**src/rtl/imu_pmwh_pkg.sv**
```systemverilog
// Shared types, constants and helper functions for the IMU peak-magnitude
// window hold block. No dependencies.

package imu_pmwh_pkg;

   localparam int AXIS_W  = 16;   // raw sensor axis width
   localparam int SQ_W    = 31;   // one axis squared, at most 2^30
   localparam int MAG_W   = 32;   // sum of three squares, at most 3 * 2^30
   localparam int CNT_W   = 4;    // attempts taken in the current window
   localparam int WIN_W   = 5;    // window length register
   localparam int CSR_AW  = 3;
   localparam int CSR_DW  = 32;

   localparam logic [WIN_W-1:0] WIN_MAX   = WIN_W'(16);
   localparam logic [WIN_W-1:0] WIN_RESET = WIN_W'(4);

   // register index, taken from the word address
   typedef enum logic {
      REG_PRESENT = 1'b0,
      REG_WINDOW  = 1'b1
   } csr_reg_type;

   typedef logic signed [AXIS_W-1:0] axis_type;

   typedef struct packed {
      axis_type acc_x;
      axis_type acc_y;
      axis_type acc_z;
      axis_type gyro_x;
      axis_type gyro_y;
      axis_type gyro_z;
   } sample_type;

   typedef struct packed {
      logic             present;
      logic [WIN_W-1:0] window;
   } cfg_type;

   // Square of one signed axis; |-32768| still fits 16 unsigned bits.
   function automatic logic [SQ_W-1:0] square_axis(input axis_type v);
      logic [AXIS_W-1:0]   a;
      logic [2*AXIS_W-1:0] p;
      a = v[AXIS_W-1] ? AXIS_W'(-v) : AXIS_W'(v);
      p = {{AXIS_W{1'b0}}, a} * {{AXIS_W{1'b0}}, a};
      return p[SQ_W-1:0];
   endfunction

   // Effective window length: zero acts as one, large values saturate.
   function automatic logic [WIN_W-1:0] window_len(input logic [WIN_W-1:0] w);
      logic [WIN_W-1:0] n;
      if (w == '0) begin
         n = WIN_W'(1);
      end else if (w > WIN_MAX) begin
         n = WIN_MAX;
      end else begin
         n = w;
      end
      return n;
   endfunction

endpackage

```
**src/rtl/imu_pmwh_if.sv**
```systemverilog
// Valid/ready channel interfaces for requests and results.
// Depends on imu_pmwh_pkg.

interface imu_pmwh_req_if;
   import imu_pmwh_pkg::*;

   logic     valid;
   logic     ready;
   logic     read_ok;
   axis_type acc_x;
   axis_type acc_y;
   axis_type acc_z;
   axis_type gyro_x;
   axis_type gyro_y;
   axis_type gyro_z;

   modport source (
      output valid, read_ok, acc_x, acc_y, acc_z, gyro_x, gyro_y, gyro_z,
      input  ready
   );
   modport sink (
      input  valid, read_ok, acc_x, acc_y, acc_z, gyro_x, gyro_y, gyro_z,
      output ready
   );
endinterface

interface imu_pmwh_rsp_if;
   import imu_pmwh_pkg::*;

   logic     valid;
   logic     ready;
   logic     imu_ok;
   axis_type out_acc_x;
   axis_type out_acc_y;
   axis_type out_acc_z;
   axis_type out_gyro_x;
   axis_type out_gyro_y;
   axis_type out_gyro_z;

   modport source (
      output valid, imu_ok, out_acc_x, out_acc_y, out_acc_z,
             out_gyro_x, out_gyro_y, out_gyro_z,
      input  ready
   );
   modport sink (
      input  valid, imu_ok, out_acc_x, out_acc_y, out_acc_z,
             out_gyro_x, out_gyro_y, out_gyro_z,
      output ready
   );
endinterface

```
**src/rtl/imu_pmwh_csr.sv**
```systemverilog
// APB-style configuration registers: sensor_present and samples_per_window.
// Depends on imu_pmwh_pkg.

module imu_pmwh_csr (
   input  logic                              clock,
   input  logic                              reset,
   input  logic                              csr_psel,
   input  logic                              csr_penable,
   input  logic                              csr_pwrite,
   input  logic [imu_pmwh_pkg::CSR_AW-1:0]   csr_paddr,
   input  logic [imu_pmwh_pkg::CSR_DW-1:0]   csr_pwdata,
   output logic [imu_pmwh_pkg::CSR_DW-1:0]   csr_prdata,
   output logic                              csr_pready,
   output imu_pmwh_pkg::cfg_type             cfg
);
   import imu_pmwh_pkg::*;

   logic             present_ff;
   logic             present_in;
   logic [WIN_W-1:0] window_ff;
   logic [WIN_W-1:0] window_in;
   logic             wr_en;
   csr_reg_type      reg_sel;

   assign csr_pready = 1'b1;
   assign wr_en      = csr_psel & csr_penable & csr_pwrite & csr_pready;
   assign reg_sel    = csr_reg_type'(csr_paddr[2]);

   // write decode
   always_comb begin
      present_in = present_ff;
      window_in  = window_ff;
      if (wr_en) begin
         unique case (reg_sel)
            REG_PRESENT: present_in = csr_pwdata[0];
            REG_WINDOW:  window_in  = csr_pwdata[WIN_W-1:0];
            default:     ;
         endcase
      end
   end

   always_ff @(posedge clock) begin
      if (reset) begin
         present_ff <= 1'b0;
         window_ff  <= WIN_RESET;
      end else begin
         present_ff <= present_in;
         window_ff  <= window_in;
      end
   end

   // read mux
   always_comb begin
      unique case (reg_sel)
         REG_PRESENT: csr_prdata = CSR_DW'(present_ff);
         REG_WINDOW:  csr_prdata = CSR_DW'(window_ff);
         default:     csr_prdata = '0;
      endcase
   end

   assign cfg.present = present_ff;
   assign cfg.window  = window_ff;

endmodule

```
**src/rtl/imu_pmwh_mag.sv**
```systemverilog
// Three parallel squarers for the accelerometer axes.
// Depends on imu_pmwh_pkg.

module imu_pmwh_mag (
   input  imu_pmwh_pkg::axis_type            acc_x,
   input  imu_pmwh_pkg::axis_type            acc_y,
   input  imu_pmwh_pkg::axis_type            acc_z,
   output logic [imu_pmwh_pkg::SQ_W-1:0]     sq_x,
   output logic [imu_pmwh_pkg::SQ_W-1:0]     sq_y,
   output logic [imu_pmwh_pkg::SQ_W-1:0]     sq_z
);
   import imu_pmwh_pkg::*;

   assign sq_x = square_axis(acc_x);
   assign sq_y = square_axis(acc_y);
   assign sq_z = square_axis(acc_z);

endmodule

```
**src/rtl/imu_peak_magnitude_window_hold.sv**
```systemverilog
// Top level of the IMU peak-magnitude window hold block.
// Depends on imu_pmwh_pkg, imu_pmwh_if, imu_pmwh_csr and imu_pmwh_mag.

// Takes one read-attempt request per clock while ready is high. Each request
// is captured in an input register. From there three parallel 16x16 squarers,
// the magnitude sum and the compare against the kept peak update the window
// state as the request leaves it, and the last request of a window loads the
// window's result into the output register. Requests that close no window keep
// flowing while a result waits. Ready drops only when a window-closing request
// sits in the input register and the previous result has not been taken. There
// is no clearing pass after reset. The user must write configuration only with
// the pipeline empty; the block itself does not enforce this.

module imu_peak_magnitude_window_hold (
   input  logic                              clock,
   input  logic                              reset,
   imu_pmwh_req_if.sink                      req_ch,
   imu_pmwh_rsp_if.source                    rsp_ch,
   input  logic                              csr_psel,
   input  logic                              csr_penable,
   input  logic                              csr_pwrite,
   input  logic [imu_pmwh_pkg::CSR_AW-1:0]   csr_paddr,
   input  logic [imu_pmwh_pkg::CSR_DW-1:0]   csr_pwdata,
   output logic [imu_pmwh_pkg::CSR_DW-1:0]   csr_prdata,
   output logic                              csr_pready
);
   import imu_pmwh_pkg::*;

   cfg_type cfg;

   // input register
   logic            s1_v_ff;
   logic            s1_ok_ff;
   sample_type      s1_smp_ff;
   logic [SQ_W-1:0] sq_x, sq_y, sq_z;

   // window state
   sample_type       best_smp_ff, best_smp_in;
   logic [MAG_W-1:0] best_mag_ff, best_mag_in;
   logic             have_ff, have_in;
   logic [CNT_W-1:0] attempt_ff, attempt_in;
   sample_type       pub_ff, pub_in;

   // result register
   logic       rsp_v_ff, rsp_v_in;
   logic       rsp_ok_ff, rsp_ok_in;
   sample_type rsp_smp_ff, rsp_smp_in;

   logic             out_free;
   logic             s1_emit, s1_go, s1_take;
   logic [MAG_W-1:0] mag;
   logic [WIN_W-1:0] win_len, taken;
   logic             last, replace, have_nxt;
   sample_type       best_nxt, req_smp;

   imu_pmwh_csr u_csr (
      .clock       (clock),
      .reset       (reset),
      .csr_psel    (csr_psel),
      .csr_penable (csr_penable),
      .csr_pwrite  (csr_pwrite),
      .csr_paddr   (csr_paddr),
      .csr_pwdata  (csr_pwdata),
      .csr_prdata  (csr_prdata),
      .csr_pready  (csr_pready),
      .cfg         (cfg)
   );

   imu_pmwh_mag u_mag (
      .acc_x (s1_smp_ff.acc_x),
      .acc_y (s1_smp_ff.acc_y),
      .acc_z (s1_smp_ff.acc_z),
      .sq_x  (sq_x),
      .sq_y  (sq_y),
      .sq_z  (sq_z)
   );

   assign req_smp.acc_x  = req_ch.acc_x;
   assign req_smp.acc_y  = req_ch.acc_y;
   assign req_smp.acc_z  = req_ch.acc_z;
   assign req_smp.gyro_x = req_ch.gyro_x;
   assign req_smp.gyro_y = req_ch.gyro_y;
   assign req_smp.gyro_z = req_ch.gyro_z;

   // window bookkeeping for the request in the input register
   assign mag      = MAG_W'(sq_x) + MAG_W'(sq_y) + MAG_W'(sq_z);
   assign win_len  = window_len(cfg.window);
   assign taken    = WIN_W'(attempt_ff) + WIN_W'(1);
   assign last     = taken >= win_len;
   assign replace  = s1_ok_ff & (~have_ff | (mag > best_mag_ff));
   assign have_nxt = have_ff | s1_ok_ff;
   assign best_nxt = replace ? s1_smp_ff : best_smp_ff;

   // flow control: only a window-closing request waits for the output slot
   assign out_free = ~rsp_v_ff | rsp_ch.ready;
   assign s1_emit  = s1_v_ff & cfg.present & last;
   assign s1_go    = s1_v_ff & (~s1_emit | out_free);
   assign s1_take  = ~s1_v_ff | s1_go;
   assign req_ch.ready = s1_take;

   // input register
   always_ff @(posedge clock) begin
      if (reset) begin
         s1_v_ff <= 1'b0;
      end else begin
         if (s1_take) begin
            s1_v_ff <= req_ch.valid;
         end
      end
   end

   always_ff @(posedge clock) begin
      if (s1_take) begin
         s1_ok_ff  <= req_ch.read_ok;
         s1_smp_ff <= req_smp;
      end
   end

   // window state next values
   always_comb begin
      best_smp_in = best_smp_ff;
      best_mag_in = best_mag_ff;
      have_in     = have_ff;
      attempt_in  = attempt_ff;
      pub_in      = pub_ff;
      if (s1_go && cfg.present) begin
         if (last) begin
            attempt_in  = '0;
            have_in     = 1'b0;
            best_mag_in = '0;
            if (have_nxt) begin
               pub_in = best_nxt;
            end
         end else begin
            attempt_in = taken[CNT_W-1:0];
            have_in    = have_nxt;
            if (replace) begin
               best_mag_in = mag;
               best_smp_in = s1_smp_ff;
            end
         end
      end
   end

   always_ff @(posedge clock) begin
      if (reset) begin
         best_smp_ff <= '0;
         best_mag_ff <= '0;
         have_ff     <= 1'b0;
         attempt_ff  <= '0;
         pub_ff      <= '0;
      end else begin
         best_smp_ff <= best_smp_in;
         best_mag_ff <= best_mag_in;
         have_ff     <= have_in;
         attempt_ff  <= attempt_in;
         pub_ff      <= pub_in;
      end
   end

   // result register
   always_comb begin
      rsp_v_in   = rsp_v_ff & ~rsp_ch.ready;
      rsp_ok_in  = rsp_ok_ff;
      rsp_smp_in = rsp_smp_ff;
      if (s1_go && s1_emit) begin
         rsp_v_in   = 1'b1;
         rsp_ok_in  = have_nxt;
         rsp_smp_in = have_nxt ? best_nxt : pub_ff;
      end
   end

   always_ff @(posedge clock) begin
      if (reset) begin
         rsp_v_ff <= 1'b0;
      end else begin
         rsp_v_ff <= rsp_v_in;
      end
   end

   always_ff @(posedge clock) begin
      rsp_ok_ff  <= rsp_ok_in;
      rsp_smp_ff <= rsp_smp_in;
   end

   assign rsp_ch.valid      = rsp_v_ff;
   assign rsp_ch.imu_ok     = rsp_ok_ff;
   assign rsp_ch.out_acc_x  = rsp_smp_ff.acc_x;
   assign rsp_ch.out_acc_y  = rsp_smp_ff.acc_y;
   assign rsp_ch.out_acc_z  = rsp_smp_ff.acc_z;
   assign rsp_ch.out_gyro_x = rsp_smp_ff.gyro_x;
   assign rsp_ch.out_gyro_y = rsp_smp_ff.gyro_y;
   assign rsp_ch.out_gyro_z = rsp_smp_ff.gyro_z;

   // a closed window leaves the tracking state cleared
   a_window_clear: assert property (@(posedge clock) disable iff (reset)
      (s1_go && s1_emit) |=> (attempt_ff == '0) && !have_ff && (best_mag_ff == '0))
      else $error("window state not cleared after result");

   // no kept magnitude without a kept sample
   a_mag_needs_valid: assert property (@(posedge clock) disable iff (reset)
      !have_ff |-> (best_mag_ff == '0))
      else $error("magnitude held with no valid sample in window");

   // a pending result always shows the currently published sample
   a_rsp_matches_pub: assert property (@(posedge clock) disable iff (reset)
      rsp_v_ff |-> (rsp_smp_ff == pub_ff))
      else $error("result sample differs from published sample");

endmodule
```
**src/flat_wrapper.sv**
```systemverilog
// flat-port wrapper written by rule: the top's interface ports become plain ports
module imu_peak_magnitude_window_hold_flat import imu_pmwh_pkg::*;
  (clock, reset, csr_psel, csr_penable, csr_pwrite, csr_paddr, csr_pwdata, csr_prdata, csr_pready, req_ch_valid, req_ch_read_ok, req_ch_acc_x, req_ch_acc_y, req_ch_acc_z, req_ch_gyro_x, req_ch_gyro_y, req_ch_gyro_z, req_ch_ready, rsp_ch_valid, rsp_ch_imu_ok, rsp_ch_out_acc_x, rsp_ch_out_acc_y, rsp_ch_out_acc_z, rsp_ch_out_gyro_x, rsp_ch_out_gyro_y, rsp_ch_out_gyro_z, rsp_ch_ready);
  imu_pmwh_req_if req_ch_i ();
  imu_pmwh_rsp_if rsp_ch_i ();
  input  logic clock;
  input  logic reset;
  input  logic csr_psel;
  input  logic csr_penable;
  input  logic csr_pwrite;
  input  logic [imu_pmwh_pkg::CSR_AW-1:0] csr_paddr;
  input  logic [imu_pmwh_pkg::CSR_DW-1:0] csr_pwdata;
  output logic [imu_pmwh_pkg::CSR_DW-1:0] csr_prdata;
  output logic csr_pready;
  input wire logic [$bits(req_ch_i.valid)-1:0] req_ch_valid;
  input wire logic [$bits(req_ch_i.read_ok)-1:0] req_ch_read_ok;
  input wire logic [$bits(req_ch_i.acc_x)-1:0] req_ch_acc_x;
  input wire logic [$bits(req_ch_i.acc_y)-1:0] req_ch_acc_y;
  input wire logic [$bits(req_ch_i.acc_z)-1:0] req_ch_acc_z;
  input wire logic [$bits(req_ch_i.gyro_x)-1:0] req_ch_gyro_x;
  input wire logic [$bits(req_ch_i.gyro_y)-1:0] req_ch_gyro_y;
  input wire logic [$bits(req_ch_i.gyro_z)-1:0] req_ch_gyro_z;
  output wire logic [$bits(req_ch_i.ready)-1:0] req_ch_ready;
  output wire logic [$bits(rsp_ch_i.valid)-1:0] rsp_ch_valid;
  output wire logic [$bits(rsp_ch_i.imu_ok)-1:0] rsp_ch_imu_ok;
  output wire logic [$bits(rsp_ch_i.out_acc_x)-1:0] rsp_ch_out_acc_x;
  output wire logic [$bits(rsp_ch_i.out_acc_y)-1:0] rsp_ch_out_acc_y;
  output wire logic [$bits(rsp_ch_i.out_acc_z)-1:0] rsp_ch_out_acc_z;
  output wire logic [$bits(rsp_ch_i.out_gyro_x)-1:0] rsp_ch_out_gyro_x;
  output wire logic [$bits(rsp_ch_i.out_gyro_y)-1:0] rsp_ch_out_gyro_y;
  output wire logic [$bits(rsp_ch_i.out_gyro_z)-1:0] rsp_ch_out_gyro_z;
  input wire logic [$bits(rsp_ch_i.ready)-1:0] rsp_ch_ready;
  assign req_ch_i.valid = req_ch_valid;
  assign req_ch_i.read_ok = req_ch_read_ok;
  assign req_ch_i.acc_x = req_ch_acc_x;
  assign req_ch_i.acc_y = req_ch_acc_y;
  assign req_ch_i.acc_z = req_ch_acc_z;
  assign req_ch_i.gyro_x = req_ch_gyro_x;
  assign req_ch_i.gyro_y = req_ch_gyro_y;
  assign req_ch_i.gyro_z = req_ch_gyro_z;
  assign req_ch_ready = req_ch_i.ready;
  assign rsp_ch_valid = rsp_ch_i.valid;
  assign rsp_ch_imu_ok = rsp_ch_i.imu_ok;
  assign rsp_ch_out_acc_x = rsp_ch_i.out_acc_x;
  assign rsp_ch_out_acc_y = rsp_ch_i.out_acc_y;
  assign rsp_ch_out_acc_z = rsp_ch_i.out_acc_z;
  assign rsp_ch_out_gyro_x = rsp_ch_i.out_gyro_x;
  assign rsp_ch_out_gyro_y = rsp_ch_i.out_gyro_y;
  assign rsp_ch_out_gyro_z = rsp_ch_i.out_gyro_z;
  assign rsp_ch_i.ready = rsp_ch_ready;
  imu_peak_magnitude_window_hold u_core (.clock(clock), .reset(reset), .req_ch(req_ch_i), .rsp_ch(rsp_ch_i), .csr_psel(csr_psel), .csr_penable(csr_penable), .csr_pwrite(csr_pwrite), .csr_paddr(csr_paddr), .csr_pwdata(csr_pwdata), .csr_prdata(csr_prdata), .csr_pready(csr_pready));
endmodule
```
**config.mk**
```make
export PLATFORM = sky130hd
export DESIGN_NAME = imu_peak_magnitude_window_hold_flat
export DESIGN_NICKNAME = d
export VERILOG_FILES = /design/src/rtl/imu_pmwh_pkg.sv /design/src/rtl/imu_pmwh_if.sv /design/src/rtl/imu_pmwh_csr.sv /design/src/rtl/imu_pmwh_mag.sv /design/src/rtl/imu_peak_magnitude_window_hold.sv /design/src/flat_wrapper.sv
export SDC_FILE = /design/constraint.sdc
export NUM_CORES = 2
export LEC_CHECK = 0
export ABC_AREA = 1
export BUFFER_PORTS_ARGS = -buffer_cell sky130_fd_sc_hd__buf_2
export CORE_ASPECT_RATIO = 1.5
export CORE_UTILIZATION = 51
export DETAILED_ROUTE_END_ITERATION = 8
export GPL_ROUTABILITY_DRIVEN = 0
export PLACE_DENSITY = 0.69
export SYNTH_ARGS = -nofsm -noshare
export SYNTH_HDL_FRONTEND = slang
export SYNTH_SLANG_ARGS = --single-unit
```
**constraint.sdc**
```tcl
create_clock -name clock -period 28.4 [get_ports clock]
set_input_delay 1.42 -clock clock [delete_from_list [all_inputs] [get_ports clock]]
set_output_delay 1.42 -clock clock [all_outputs]
set_load 0.01 [all_outputs]
```
Word-level counts from Yosys, hierarchy flattened
Cells that the tools add are included.
W data, S select, Z words.
{ "totals": {"inputBits": 139, "out_inout_bits": 132, "word_cells": 86, "reg_bits": 431} }
{ "op_classes": {"n_lt_le_gt_ge": 3, "add_sub_neg": 6, "bitwise": 19, "n_reduce_logical": 9, "muxes": 13, "multipliers": 3} }
{ "ops": {"columns": ["cell", "count"], "rows": [
  ["$mux W96", 2],
  ["$mul A16 B16 Y31", 3],
  ["$mux W32", 2],
  ["$pmux W32 S2", 1],
  ["$mux W16", 3],
  ["$neg A16 Y16", 3],
  ["$add A31 B31 Y32", 1],
  ["$add A32 B31 Y32", 1],
  ["$gt A32 B32 Y1", 1],
  ["$mux W5", 2],
  ["$reduce_and A2 Y1", 5],
  ["$and A1 B1 Y1", 7],
  ["$not A1 Y1", 7],
  ["$add A4 B1 Y5 const B", 1],
  ["$ge A5 B5 Y1", 1],
  ["$gt A5 B5 Y1 const B", 1],
  ["$logic_not A5 Y1", 1],
  ["$or A1 B1 Y1", 5],
  ["$mux W4", 1],
  ["$logic_and A1 B1 Y1", 2],
  ["$mux W1", 2],
  ["$reduce_bool A2 Y1", 1]
]} }

Logic depth before layout (Yosys ltp)
{ "depth": {"ltp_word": 10, "mapped_depth": 64} }

Least setup slack after synthesis
Ideal clock, no wire load.
{ "synth_timing": {"kind": "register to register", "startpoint": "reg u_core.s1_smp_ff[80] (netlist bit)", "endpoint": "reg u_core.rsp_smp_ff, in the netlist u_core.rsp_ch.out_gyro_x[15] (data pin)", "setup_ns": 0.255, "path_stages_with_launch": 55, "slack_ns": 18.193, "period_less_slack_ns": 10.207, "arrival_ns": 9.952, "path_cell_list": "edfxtp_1 > inv_2 > clkbuf_1 > ha_1 > nand3_1 > nor3_2 > nand3_1 > nor2_1 > a21oi_1 > or2_0 > nand2_1 > buf_2 > nand2_1 > fa_1 > fa_1 > inv_1 > fa_1 > fa_1 > [... 19 more ...] > inv_1 > nor3_1 > o21ai_0 > nand3_1 > xnor2_1 > inv_1 > ha_1 > nand4_1 > nor3b_2 > nand2_1 > nand2_1 > nand2_1 > nand2_4 > buf_6 > buf_2 > nand3_1 > nand3_1 > nand2_1"} }
{ "synth_via": {"elab_chain_len": 10} }
{ "synth_lines": {"columns": ["item", "line", "rtl"], "rows": [
  ["start: declaration", "imu_peak_magnitude_window_hold.sv:34", "sample_type s1_smp_ff;"],
  ["start signal: assignment", "imu_peak_magnitude_window_hold.sv:115", "s1_smp_ff <= req_smp;"],
  ["$neg A16 Y16", "imu_pmwh_pkg.sv:43", "a = v[AXIS_W-1] ? AXIS_W'(-v) : AXIS_W'(v);"],
  ["$mux W16 *", "imu_pmwh_pkg.sv:43", null],
  ["$mul A16 B16 Y31 *", "imu_pmwh_pkg.sv:44", "p = {{AXIS_W{1'b0}}, a} * {{AXIS_W{1'b0}}, a};"],
  ["$add A31 B31 Y32 *", "imu_peak_magnitude_window_hold.sv:86", "assign mag = MAG_W'(sq_x) + MAG_W'(sq_y) + MAG_W'(sq_z);"],
  ["$add A32 B31 Y32 *", "imu_peak_magnitude_window_hold.sv:86", null],
  ["$gt A32 B32 Y1 *", "imu_peak_magnitude_window_hold.sv:90", "assign replace = s1_ok_ff & (~have_ff | (mag > best_mag_ff));"],
  ["$or A1 B1 Y1 *", "imu_peak_magnitude_window_hold.sv:90", null],
  ["$and A1 B1 Y1 *", "imu_peak_magnitude_window_hold.sv:90", null],
  ["$mux W96 *", null, null],
  ["$mux W96 *", "imu_peak_magnitude_window_hold.sv:169", "rsp_smp_in = have_nxt ? best_nxt : pub_ff;"],
  ["end signal: assignment", "imu_peak_magnitude_window_hold.sv:183", "rsp_smp_ff <= rsp_smp_in;"],
  ["end: declaration", "imu_peak_magnitude_window_hold.sv:47", "sample_type rsp_smp_ff, rsp_smp_in;"]
]} }
Mark *: on every way between the ends. The rest lies on a longest branch, timed or not.
A chain may end at the register's enable or synchronous reset.

Worst setup path in the final report
{ "layout_timing": {"startpoint": "reg u_core.s1_smp_ff[80] (netlist bit)", "endpoint": "reg u_core.best_mag_ff[16]"} }
{ "layout_via": {"elab_chain_len": 10, "word_cells_on_any_way": 12, "classes_between": "add/sub (3); mul (1); order compare (1); mux (3); bitwise (2); reduce/logical (2)"} }
{ "layout_lines": {"columns": ["item", "line", "rtl"], "rows": [
  ["$neg A16 Y16", "imu_pmwh_pkg.sv:43", null],
  ["$mux W16 *", "imu_pmwh_pkg.sv:43", null],
  ["$mul A16 B16 Y31 *", "imu_pmwh_pkg.sv:44", null],
  ["$add A31 B31 Y32 *", "imu_peak_magnitude_window_hold.sv:86", null],
  ["$add A32 B31 Y32 *", "imu_peak_magnitude_window_hold.sv:86", null],
  ["$gt A32 B32 Y1", "imu_peak_magnitude_window_hold.sv:90", null],
  ["$or A1 B1 Y1", "imu_peak_magnitude_window_hold.sv:90", null],
  ["$and A1 B1 Y1", "imu_peak_magnitude_window_hold.sv:90", null],
  ["$reduce_bool A2 Y1 (no line)", null, null],
  ["$reduce_and A2 Y1 (no line)", null, null],
  ["end signal: assignment", "imu_peak_magnitude_window_hold.sv:154", "best_mag_ff <= best_mag_in;"],
  ["end: declaration", "imu_peak_magnitude_window_hold.sv:39", "logic [MAG_W-1:0] best_mag_ff, best_mag_in;"]
]} }
Mark *: on every way between the ends. The rest lies on a longest branch, timed or not. The select of a mux whose other input is x is not followed.

==> results_dict.tcl <==
set metrics [dict create \
    status "finished, final reports clean" \
    clock_sinks 431 \
    ys_seq_area_frac 0.245 \
    layout_setup_ws_ns 14.59 \
    required_ns 28.87 \
    dp_hpwl_mm 80.8 \
    clock-skew-final_ns 0.0136 \
    area_delta_synth_final_pct 7.31 \
    ys.flop_type "dfxtp_1" \
    dpl_cell_area_sq_um 45100 \
    layout_commonest_cell "inv_1" \
    hold_depth 2 \
    cap_violations 0 \
    cp-start-kind "register" \
    routed_wl_mm 102 \
    worstSkewPairLatency_ns 0.55 \
    vias 33700 \
    die_area_sq_um 85700 \
    drt_iter0_markers 1797 \
    final_hold_viol_count 0 \
    synth_xor_area_frac 0.0285 \
    root_buffer "clkbuf_16" \
    rr_worst_depth 53 \
    drcViolationCount 0 \
    synth.distinct_cells 49 \
    grt_pass1_vias 33300 \
    finalSetupViolations 0 \
    avgSynthCellArea_sq_um 8.19 \
    fin_nets 6412 \
    clk_pin_slew_ns 0.07 \
    cts_resized 0 \
    vias_per_cell 5.14 \
    synth_compound_area_frac 0.0867 \
    cp_slowest_cell "buf_4" \
    setup_tns_ns 0 \
    ctsHoldBuffers 0 \
    fmax_mhz 72.4 \
    holdCritPathClass "register to register" \
    initial_utilization 0.514 \
    synth-edff-count 194 \
    ant_nets 0 \
    relSlewSlack 0.345 \
    ios 271 \
    path_common_cell "nand2_1" \
    nFillCells 7754 \
    synthMuxAreaShare 0 \
    finalCriticalPeriod_ns 13.81 \
    die_x_microns 239 \
    critPathArrivalTime_ns 14.27 \
    antenna_found_initial 3 \
    drive_gt1_frac 0.0608 \
    synth_cells 5260 \
    drv_slew 0 \
    final_area_sq_um 46200 \
    grt_overflow 0 \
    cp_max_fo 52 \
    synth_adder_area_share 0.343 \
    crit_type "register to register" \
    port_buffers 213 \
    ys_async_sr_fraction 0 \
    core-area_sq_um 83800 \
    synth_area_sq_um 43100 \
    grt_max_degree 122 \
    synth-simple-area-share 0.167 \
    pre_cts_ws_ns 14.66 \
    period_share 0.486 \
    cts.htree.levels 2 \
    grtUsageTotal 0.243 \
    cts_inserted_buffers 36 \
    worst_pin_slew_ns 0.981 \
    dr.pass1.iters 6 \
    layout_common_cells "inv_1 (1211), nand2_1 (999), fa_1 (516)" \
    postLayoutCoreUtil 0.552 \
    cts_buffer_depth 3 \
    cts_tree "built" \
    core.rowCount 130 \
    ys_warn_count 0 \
    rsz0062_at_grt "false" \
    wl_per_cell_microns 15.6 \
    ys_ff_latch 431 \
    synth_top_family_by_area "adder cells" \
    critical-path-max-stage-delay_ns 0.63 \
    grt_pass1_wl_mm 166 \
    post_cts_buffers 0 \
    die_h_microns 358 \
    critPathCaptureType "register" \
]
==> worst max-delay path: cells and delay by family, from the launching register on <==
family	cells	cell delay (ns)
XOR/XNOR	2	0.42
buffers and inverters	8	1.61
adder cells (fa/ha/maj)	11	4.88
flip-flops	1	0.54
AO/OA/AOI/OAI	13	2.31
AND/OR/NAND/NOR	19	3.81
==> sequential cells by signal, summed over array words and instances (netlist names) <==
signal	flops
u_core.best_smp_ff	96
u_core.pub_ff	96
u_core.s1_smp_ff	96
u_core.best_mag_ff	32
u_core.rsp_ch.out_acc_x	16
u_core.rsp_ch.out_acc_y	16
u_core.rsp_ch.out_acc_z	16
u_core.rsp_ch.out_gyro_x	16
u_core.rsp_ch.out_gyro_y	16
u_core.rsp_ch.out_gyro_z	16
u_core.u_csr.window_ff	5
u_core.attempt_ff	4
u_core.have_ff	1
u_core.rsp_ch.imu_ok	1
u_core.rsp_ch.valid	1
u_core.s1_ok_ff	1
u_core.s1_v_ff	1
u_core.u_csr.present_ff	1
==> synth_stat cells, drive strengths merged (6+ instances only) <==
master | count | share of area
edfxtp | 194 | 0.14
ha | 355 | 0.10
buf | 111 | 0.016
nor2 | 301 | 0.026
a31oi | 9 | 0.0013
nand3 | 367 | 0.043
nand4 | 21 | 0.0030
o21bai | 22 | 0.0038
a21o | 12 | 0.0021
fa | 516 | 0.24
a21boi | 7 | 0.0012
o21ai | 190 | 0.022
clkinv | 7 | 0.00061
o21a | 109 | 0.019
xnor2 | 56 | 0.011
dfxtp | 237 | 0.11
nand2 | 1004 | 0.088
xor2 | 84 | 0.017
nand3b | 6 | 0.0010
inv | 1222 | 0.11
nor3 | 29 | 0.0038
clkbuf | 83 | 0.0072
a21oi | 289 | 0.034
==> final cells by class <==
cell class              instances  area (sq um)  area share
clock inverters                21           190     0.00411
diodes                          1          2.50   0.0000541
repair buffers                238          1250      0.0271
multi-input cells            3466         27200       0.588
inverters                    1229          4630       0.100
well taps                    1122          1400      0.0304
flip-flops and latches        431         10600       0.229
clock buffers                  45           997      0.0216
==> routing by layer <==
| metal | GRT usage | wire (microns) | vias to the layer above |
|---|---|---|---|
| li1 | - | - | 16400 |
| met3 | 0.0219 | 4400 | 194 |
| met2 | 0.447 | 52600 | 768 |
| met4 | 0.109 | 4650 | 6 |
| met1 | 0.284 | 40700 | 16300 |
| met5 | 0 | 42 | - |
==> worst paths after layout <==
check | start | endpoint | slack [ns]
max reg2reg | u_core.s1_smp_ff[80]$_DFFE_PP_ | u_core.best_mag_ff[16]$_SDFFE_PP0P_ | 14.59
min reg2reg | u_core.best_smp_ff[6]$_SDFFE_PP0P_ | u_core.best_smp_ff[6]$_SDFFE_PP0P_ | 0.45
min | u_core.best_smp_ff[6]$_SDFFE_PP0P_ | u_core.best_smp_ff[6]$_SDFFE_PP0P_ | 0.45
max | u_core.s1_smp_ff[80]$_DFFE_PP_ | u_core.best_mag_ff[16]$_SDFFE_PP0P_ | 14.59
==> per-stage QoR <==
| step | hold slack, ns | instances |
|---|---|---|
| 6_report | 0.453 | 6553 |
| 4_1_cts | 0.454 | 6552 |
| 3_3_place_gp | 0.439 | 6486 |
| 2_1_floorplan | 0.430 | 5320 |
| 3_5_place_dp | 0.444 | 6486 |
| 5_1_grt | 0.470 | 6552 |
==> kinds of logic after synthesis <==
family / count (synthesis)
flip-flops: 431
buffers and inverters: 1423
other: 2
AO/OA/AOI/OAI: 656
AND/OR/NAND/NOR: 1737
XOR/XNOR: 140
adder cells (fa/ha/maj): 871
Power is left out: the tool's default activity adds up to more than one toggle a clock period on the data nets, which glitch-free logic cannot reach.
